**config.mk**
```make
export PLATFORM = sky130hd
export DESIGN_NAME = cpq_front
export DESIGN_NICKNAME = d
export VERILOG_FILES = /design/src/sv/cpq_pkg.sv /design/src/sv/cpq_front.sv
export SDC_FILE = /design/constraint.sdc
export NUM_CORES = 1
export LEC_CHECK = 0
export BUFFER_PORTS_ARGS = -buffer_cell sky130_fd_sc_hd__buf_2
export CAP_MARGIN = 40
export CORE_ASPECT_RATIO = 0.75
export CORE_MARGIN = 2
export CORE_UTILIZATION = 50
export CTS_CLUSTER_DIAMETER = 100
export DETAILED_ROUTE_END_ITERATION = 10
export PLACE_DENSITY = 0.71
export SLEW_MARGIN = 20
export SYNTH_ARGS = -nofsm -noshare
export SYNTH_HDL_FRONTEND = slang
export SYNTH_SLANG_ARGS = --single-unit
export TNS_END_PERCENT = 5
```
**constraint.sdc**
```tcl
create_clock -name clk_i -period 3.9 [get_ports clk_i]
set_input_delay 0.39 -clock clk_i [delete_from_list [all_inputs] [get_ports clk_i]]
set_output_delay 0.39 -clock clk_i [all_outputs]
set_load 0.01 [all_outputs]
```
**src/sv/cpq_pkg.sv**
```systemverilog
// shared types, constants and helpers for the two-priority packet queue
`timescale 1ns / 1ps
package cpq_pkg;

  localparam int QUEUE_DEPTH = 16;
  localparam int MAX_PAYLOAD = 62;

  // each priority owns a ring of one slot more than its depth
  localparam int RING      = QUEUE_DEPTH + 1;
  localparam int SLOTS     = 2 * RING;
  localparam int PTR_W     = $clog2(RING);
  localparam int FILL_W    = $clog2(RING);
  localparam int SLOT_W    = $clog2(SLOTS);
  localparam int PAY_DEPTH = SLOTS * MAX_PAYLOAD;
  localparam int PAY_AW    = $clog2(PAY_DEPTH);
  localparam int LEN_W     = 6;

  localparam int CMDQ_DEPTH = 4;
  localparam int CMDQ_AW    = $clog2(CMDQ_DEPTH);
  localparam int CMDQ_CW    = $clog2(CMDQ_DEPTH + 1);

  typedef enum logic [1:0] {
    OP_HEADER   = 2'd0,
    OP_PAYLOAD  = 2'd1,
    OP_CHECKSUM = 2'd2,
    OP_DEQUEUE  = 2'd3
  } op_e;

  typedef enum logic [2:0] {
    KIND_STATUS   = 3'd0,
    KIND_HEADER   = 3'd1,
    KIND_BYTE     = 3'd2,
    KIND_CHECKSUM = 3'd3,
    KIND_EMPTY    = 3'd4
  } kind_e;

  typedef enum logic [2:0] {
    ST_ACCEPTED     = 3'd0,
    ST_BAD_CHECKSUM = 3'd1,
    ST_BAD_PRIORITY = 3'd2,
    ST_QUEUE_FULL   = 3'd3,
    ST_TOO_LONG     = 3'd4
  } status_e;

  typedef struct packed {
    op_e         op;
    logic [31:0] stamp;
    logic [7:0]  dest;
    logic [7:0]  src;
    logic [7:0]  prio;
    logic [7:0]  len;
    logic [7:0]  data;
    logic [7:0]  hdr_xor;
    logic        dq_prio;
  } cmd_t;

  typedef struct packed {
    logic [31:0]      stamp;
    logic [7:0]       dest;
    logic [7:0]       src;
    logic             prio;
    logic [LEN_W-1:0] len;
    logic [LEN_W-1:0] rcv;
  } hdr_t;

  typedef struct packed {
    kind_e            kind;
    status_e          status;
    logic [31:0]      stamp;
    logic [7:0]       dest;
    logic [7:0]       src;
    logic             prio;
    logic [LEN_W-1:0] len;
    logic [7:0]       data;
    logic             last;
  } res_t;

  function automatic logic [SLOT_W-1:0] slot_of(input logic q, input logic [PTR_W-1:0] p);
    slot_of = q ? (SLOT_W'(RING) + SLOT_W'(p)) : SLOT_W'(p);
  endfunction

  function automatic logic [PAY_AW-1:0] pay_base(input logic [SLOT_W-1:0] s);
    pay_base = PAY_AW'(s * MAX_PAYLOAD);
  endfunction

  function automatic logic [PTR_W-1:0] advance(input logic [PTR_W-1:0] p);
    advance = (p == PTR_W'(QUEUE_DEPTH)) ? '0 : p + PTR_W'(1);
  endfunction

endpackage

```
**src/sv/cpq_front.sv**
```systemverilog
// front end: takes input words, decodes them and queues commands for the back end
`timescale 1ns / 1ps
module cpq_front (
  input  logic          clk_i,
  input  logic          rst_ni,
  input  logic          start_i,
  output logic          busy_o,
  input  logic [1:0]    opcode_i,
  input  logic [31:0]   arrival_time_i,
  input  logic [7:0]    dest_addr_i,
  input  logic [7:0]    src_addr_i,
  input  logic [7:0]    packet_priority_i,
  input  logic [7:0]    payload_length_i,
  input  logic [7:0]    data_byte_i,
  input  logic          dequeue_priority_i,
  input  logic          pop_i,
  output logic          cmd_valid_o,
  output cpq_pkg::cmd_t cmd_o
);
  import cpq_pkg::*;

  cmd_t                fifo_q [CMDQ_DEPTH];
  logic [CMDQ_AW-1:0]  wr_ptr_q, wr_ptr_d;
  logic [CMDQ_AW-1:0]  rd_ptr_q, rd_ptr_d;
  logic [CMDQ_CW-1:0]  count_q, count_d;
  cmd_t                in_cmd;
  logic                push;
  logic                pop;

  always_comb begin
    in_cmd         = '0;
    in_cmd.op      = op_e'(opcode_i);
    in_cmd.stamp   = arrival_time_i;
    in_cmd.dest    = dest_addr_i;
    in_cmd.src     = src_addr_i;
    in_cmd.prio    = packet_priority_i;
    in_cmd.len     = payload_length_i;
    in_cmd.data    = data_byte_i;
    in_cmd.hdr_xor = dest_addr_i ^ src_addr_i ^ packet_priority_i ^ payload_length_i;
    in_cmd.dq_prio = dequeue_priority_i;
  end

  assign busy_o      = (count_q == CMDQ_CW'(CMDQ_DEPTH));
  assign cmd_valid_o = (count_q != '0);
  assign cmd_o       = fifo_q[rd_ptr_q];

  assign push = start_i && !busy_o;
  assign pop  = pop_i && cmd_valid_o;

  always_comb begin
    wr_ptr_d = push ? wr_ptr_q + CMDQ_AW'(1) : wr_ptr_q;
    rd_ptr_d = pop ? rd_ptr_q + CMDQ_AW'(1) : rd_ptr_q;
    count_d  = count_q + CMDQ_CW'(push) - CMDQ_CW'(pop);
  end

  always_ff @(posedge clk_i) begin
    if (push) begin
      fifo_q[wr_ptr_q] <= in_cmd;
    end
  end

  always_ff @(posedge clk_i or negedge rst_ni) begin
    if (!rst_ni) begin
      wr_ptr_q <= '0;
      rd_ptr_q <= '0;
      count_q  <= '0;
    end else begin
      wr_ptr_q <= wr_ptr_d;
      rd_ptr_q <= rd_ptr_d;
      count_q  <= count_d;
    end
  end

endmodule

```
==> results of run 1 <==
through the flow:
step	util [%]	setup slack, ps	total power [mW]	area (µm²)	std cells
3_5_place_dp	55.7	1540	8.49	13900	987
3_3_place_gp	55.7	1570	8.40	13900	987
4_1_cts	59.7	1010	11.4	14900	1048
5_1_grt	59.7	910	11.8	14900	1048
6_report	59.7	1090	11.3	14900	1049
2_1_floorplan	-	758	7.38	12700	498
worst paths after layout:
path                                    startpoint                       to  slack, ps
max                        rd_ptr_q[0]$_DFFE_PN0P_                cmd_o[37]       1090
min                                 data_byte_i[2]  fifo_q[1][11]$_DFFE_PP_        100
max reg2reg                   count_q[1]$_DFF_PN0_     count_q[2]$_DFF_PN0_       1550
min reg2reg                wr_ptr_q[1]$_DFFE_PN0P_  wr_ptr_q[1]$_DFFE_PN0P_        610
max in group asynchronous                   rst_ni  rd_ptr_q[0]$_DFFE_PN0P_       3430
min in group asynchronous                   rst_ni  rd_ptr_q[1]$_DFFE_PN0P_        270
area by class of cell:
type / instances / area (µm²)
fillers: 1769 / 10100
well taps: 338 / 423
multi-input cells: 135 / 2360
diodes: 1 / 2.50
flip-flops and latches: 339 / 10200
clock buffers: 47 / 900
inverters: 5 / 18.8
repair buffers: 171 / 953
clock inverters: 13 / 95.1
sequential cells by signal (all words and copies together) (netlist names):
| signal | flops |
|---|---|
| count_q | 3 |
| fifo_q | 332 |
| rd_ptr_q | 2 |
| wr_ptr_q | 2 |
routing by layer:
layer	share of wire, %	routed length, µm
met1	45	10300
met2	48	10800
met3	4.9	1120
met4	2.0	454
met5	0	0
cell usage in the layout, fill, tap and decap left out, drive strengths merged:
cell type	count
edfxtp	332
buf	170
mux4	83
clkbuf	47
xnor2	19
clkinv	11
xor2	9
dfrtp	7
ha	6
inv	5
nand2b	4
and3b	4
nand4bb	2
o211ai	2
diode	1
o31a	1
nor3b	1
or3	1
nand2	1
o311ai	1
fa	1
clkinvlp	1
bufinv	1
dlygate4sd3	1
cells by family after synthesis:
| logic type | synth area share [%] |
|---|---|
| buffers and inverters | 1.69 |
| adders and majority gates | 0.748 |
| xor gates and xnor gates | 1.93 |
| muxes | 14.7 |
| and+or+nand+nor | 0.827 |
| AOI/OAI and AO/OA | 0.256 |
| DFF | 79.8 |
where the power goes:
group,internal [mW],switching (mW)
clock network,1.68,1.26
registers,4.83,0.353
logic,1.52,1.63
total,8.03,3.24
worst max-delay path, delay by kind of cell (launching register included):
kind	cells	cell delay [ps]
buffers and inverters	2	650
flip-flops	1	670
multiplexers	1	580
==> results_dict.tcl, run 1 <==
set metrics [dict create \
    status "complete, no violations" \
    grt_max_degree 52 \
    gp_congestion 0.756 \
    yosysSeqAreaShare_pct 79.8 \
    vias_per_cell 5.40 \
    antenna_found_initial 0 \
    grtUsageMet1_pct 24.4 \
    dp_hpwl_um 13100 \
    async_flop_share_pct 2.06 \
    setup_tns_ps 0 \
    clock-sinks 339 \
    synth.area.top_cells "edfxtp_1 78%, mux4_2 15%, dfrtp_1 1.4%" \
    fmax_mhz 355 \
    crit_type "reg -> out" \
    drt-total-wl_um 22700 \
    grt_pass1_wl_um 34700 \
    yosys.area.top_type "edfxtp_1" \
    cp-start-kind "register" \
    grt_overflow_total 0 \
    fin_skew_ps 22.9 \
    finalHoldViolCount 0 \
    die_h_um 142 \
    hold_depth 1 \
    top_usage_layer "met2" \
    max_stage_delay_ps 670 \
    hold_slack_ps 102 \
    cts_tree "built" \
    core_area_mm2 0.0250 \
    cts_resized 0 \
    synthDistinctLibCells 22 \
    cts_buffers 34 \
    vdd_drop_max_mv 0.380 \
    avgSynthCellArea_um2 25.5 \
    cp.required_ps 3510 \
    grtUsageTotal_pct 17.1 \
    yosys-top-cells-count "332 x edfxtp_1, 83 x mux4_2, 19 x xnor2_1, 9 x xor2_1" \
    layout-drive-gt1-share_pct 42.3 \
    setup_viol 0 \
    io_buffers 163 \
    wl_per_cell_um 21.6 \
    cpMaxStageDelayCell "dfrtp_4" \
    p_per_area_mw_per_mm2 756 \
    dieArea_mm2 0.0267 \
    synth-main-ff-cell "edfxtp_1" \
    cp_max_fo 22 \
    ctsHoldBuffers 1 \
    hold_class "in -> reg" \
    detail-route-antenna-nets 0 \
    ys_warn_count 0 \
    tightest_slew_ps 821 \
    root_buffer "clkbuf_16" \
    area_growth_pct 17.3 \
    worstRegToRegCells 9 \
    die_w_um 188 \
    clk_pin_slew_ps 60 \
    worstPathCellList "buf_4, mux4_2, buf_2" \
    synth_edf_count 332 \
    io_pins 164 \
    period_needed_ps 2810 \
    start_util_pct 50.9 \
    num_vias 5661 \
    rows 50 \
    worstSkewPairLatency_ps 500 \
    syn_inst 498 \
    maxSlewViolCount 0 \
    p_leak_nw 5.03 \
    relSlewSlack_pct 45.3 \
    syn-num-nets 584 \
    post-route-period-util_pct 72.2 \
    htreeDepth 2 \
    synth_top_area_share_pct 78.5 \
    syn_area_mm2 0.0127 \
    cap_violations 0 \
    first_pass_iters 4 \
    grt_use_met3_pct 3.70 \
    drtIter0Drc 432 \
    fin_nets 772 \
    grt_pass1_vias 6187 \
    post_cts_buffers 0 \
    drc 0 \
    synth_most_common_cell "edfxtp_1" \
    arrival_ps 2420 \
    grt_util_met2_pct 27.1 \
    crit_path_end_kind "output port" \
    clockBufferDepth 3 \
    grt_setup_unrepaired "no" \
    ys_seq_elements 339 \
]
No activity file was read; power rests on OpenSTA's default activity.
==> inputs of run 2 (changes only) <==
==> constraint.sdc (replaced) <==
create_clock -name clk_i -period 2.75 [get_ports clk_i]
set_input_delay 0.275 -clock clk_i [delete_from_list [all_inputs] [get_ports clk_i]]
set_output_delay 0.275 -clock clk_i [all_outputs]
set_load 0.01 [all_outputs]
==> results_dict.tcl, run 2 (synthesis results as in run 1) <==
set metrics [dict create \
    die_w_um 188 \
    worstRegToRegCells 9 \
    dieArea_mm2 0.0267 \
    tightest_slew_ps 676 \
    multi_input_area_mm2 0.00236 \
    fin_util_pct 63.2 \
    start_util_pct 50.9 \
    wl_per_cell_um 21.1 \
    cts_buffers 31 \
    layout-drive-gt1-share_pct 39.7 \
    largest_register_ffs 332 \
    status "complete, no violations" \
    worstPathCellList "buf_4, mux4_2, buf_2" \
    cpMaxStageDelayCell "dfrtp_4" \
    finalHoldViolCount 0 \
    root_buffer "clkbuf_16" \
    cts_tree "built" \
    fin_nets 853 \
    num_vias 6082 \
    gp_congestion 0.752 \
    p_per_area_mw_per_mm2 1040 \
    nFillCells 1667 \
    rows 50 \
    cts_resized 0 \
    regMostFlops "fifo_q" \
    cp.required_ps 2480 \
    dp.cells 996 \
    io_pins 164 \
    cap_violations 0 \
    antenna_found_initial 1 \
    maxSlewViolCount 0 \
    p_leak_nw 5.41 \
    vdd_drop_max_mv 0.618 \
    grt_pass1_vias 6503 \
    crit_type "reg -> out" \
    worstSkewPairLatency_ps 560 \
    final_cells 1127 \
    grt_pass1_wl_um 36700 \
    setup_viol 0 \
    grtUsageTotal_pct 17.9 \
    max_stage_delay_ps 660 \
    p_total_mw 16.4 \
    area_growth_pct 24.2 \
    relSlewSlack_pct 54.9 \
    reg.largest.list "fifo_q x332, count_q x3" \
    final_common_cell "edfxtp_1" \
    hold_class "in -> reg" \
    core_area_mm2 0.0250 \
    period_needed_ps 2620 \
    drt-total-wl_um 23700 \
    vias_per_cell 5.40 \
    cp_max_fo 15 \
    clockBufferDepth 3 \
    post-route-period-util_pct 95.3 \
    clk_pin_slew_ps 60 \
    fin_ws_ps 129 \
    regArea_mm2 0.0102 \
    first_pass_iters 5 \
    dp_hpwl_um 14100 \
    detail-route-antenna-nets 0 \
    hold_slack_ps 79.6 \
    mostFrequentLayoutCells "332 x edfxtp_1, 163 x buf_2, 83 x mux4_2" \
    grt_max_degree 49 \
    crit_path_end_kind "output port" \
    grt_overflow_total 0 \
    diodes 0 \
    grt_setup_unrepaired "no" \
    io_buffers 163 \
    dpl_worst_slack_ps 362 \
    die_h_um 142 \
    drc 0 \
    fmax_mhz 382 \
    clock-sinks 339 \
    htreeDepth 1 \
    drtIter0Drc 358 \
    hold_depth 3 \
    cp-start-kind "register" \
    fin_skew_ps 21.8 \
    arrival_ps 2350 \
]
run 2: per-layer routing:
layer	part of all wire (%)	global-route usage, %	wire length, µm
met4	1.8	4.02	427
met1	43	24.7	10200
met5	0.046	0	11
met2	49	29.9	11600
met3	6.4	3.90	1520
run 2: report_power, final:
group          internal, mW  switching (mW)  leakage, nW
Clock                  2.53            1.75        0.492
Sequential             6.84           0.477         3.12
Combinational          2.34            2.44         1.80
Total                  11.7            4.67         5.41
run 2: cell type report:
| type | count | area share [%] |
|---|---|---|
| multi-input combinational | 135 | 15.0 |
| timing repair buffer | 255 | 11.5 |
| tap | 338 | 2.68 |
| clock buffer | 37 | 5.06 |
| sequential | 339 | 64.3 |
| clock inverter | 18 | 1.40 |
| inverter | 5 | 0.119 |
run 2: what timing repair did:
| action | 4_1_cts | 5_1_grt |
|---|---|---|
| hold endpoints to repair | 307 | 0 |
| hold buffers | 76 | 0 |
| setup buffers | 0 | 0 |
run 2: critical path: cells and delay by family (launching register included):
family                 cells  cell delay (ps)
buffers and inverters      2              520
DFF                        1              660
muxes                      1              580
run 2: metrics by stage:
| stage | TNS (ps) | cell area, µm² |
|---|---|---|
| floorplan | -97500 | 12700 |
| global placement | 0 | 14000 |
| detailed placement | 0 | 14000 |
| CTS | 0 | 15800 |
| global route | 0 | 15800 |
| finish | 0 | 15800 |
run 2: worst paths after layout:
kind / from / end / slack, ps
min reg2reg: wr_ptr_q[1]$_DFFE_PN0P_ / wr_ptr_q[1]$_DFFE_PN0P_ / 640
min: start_i / wr_ptr_q[1]$_DFFE_PN0P_ / 80
max in group asynchronous: rst_ni / rd_ptr_q[1]$_DFFE_PN0P_ / 2450
max reg2reg: count_q[1]$_DFF_PN0_ / count_q[2]$_DFF_PN0_ / 340
max: rd_ptr_q[0]$_DFFE_PN0P_ / cmd_o[58] / 130
min in group asynchronous: rst_ni / wr_ptr_q[1]$_DFFE_PN0P_ / 110
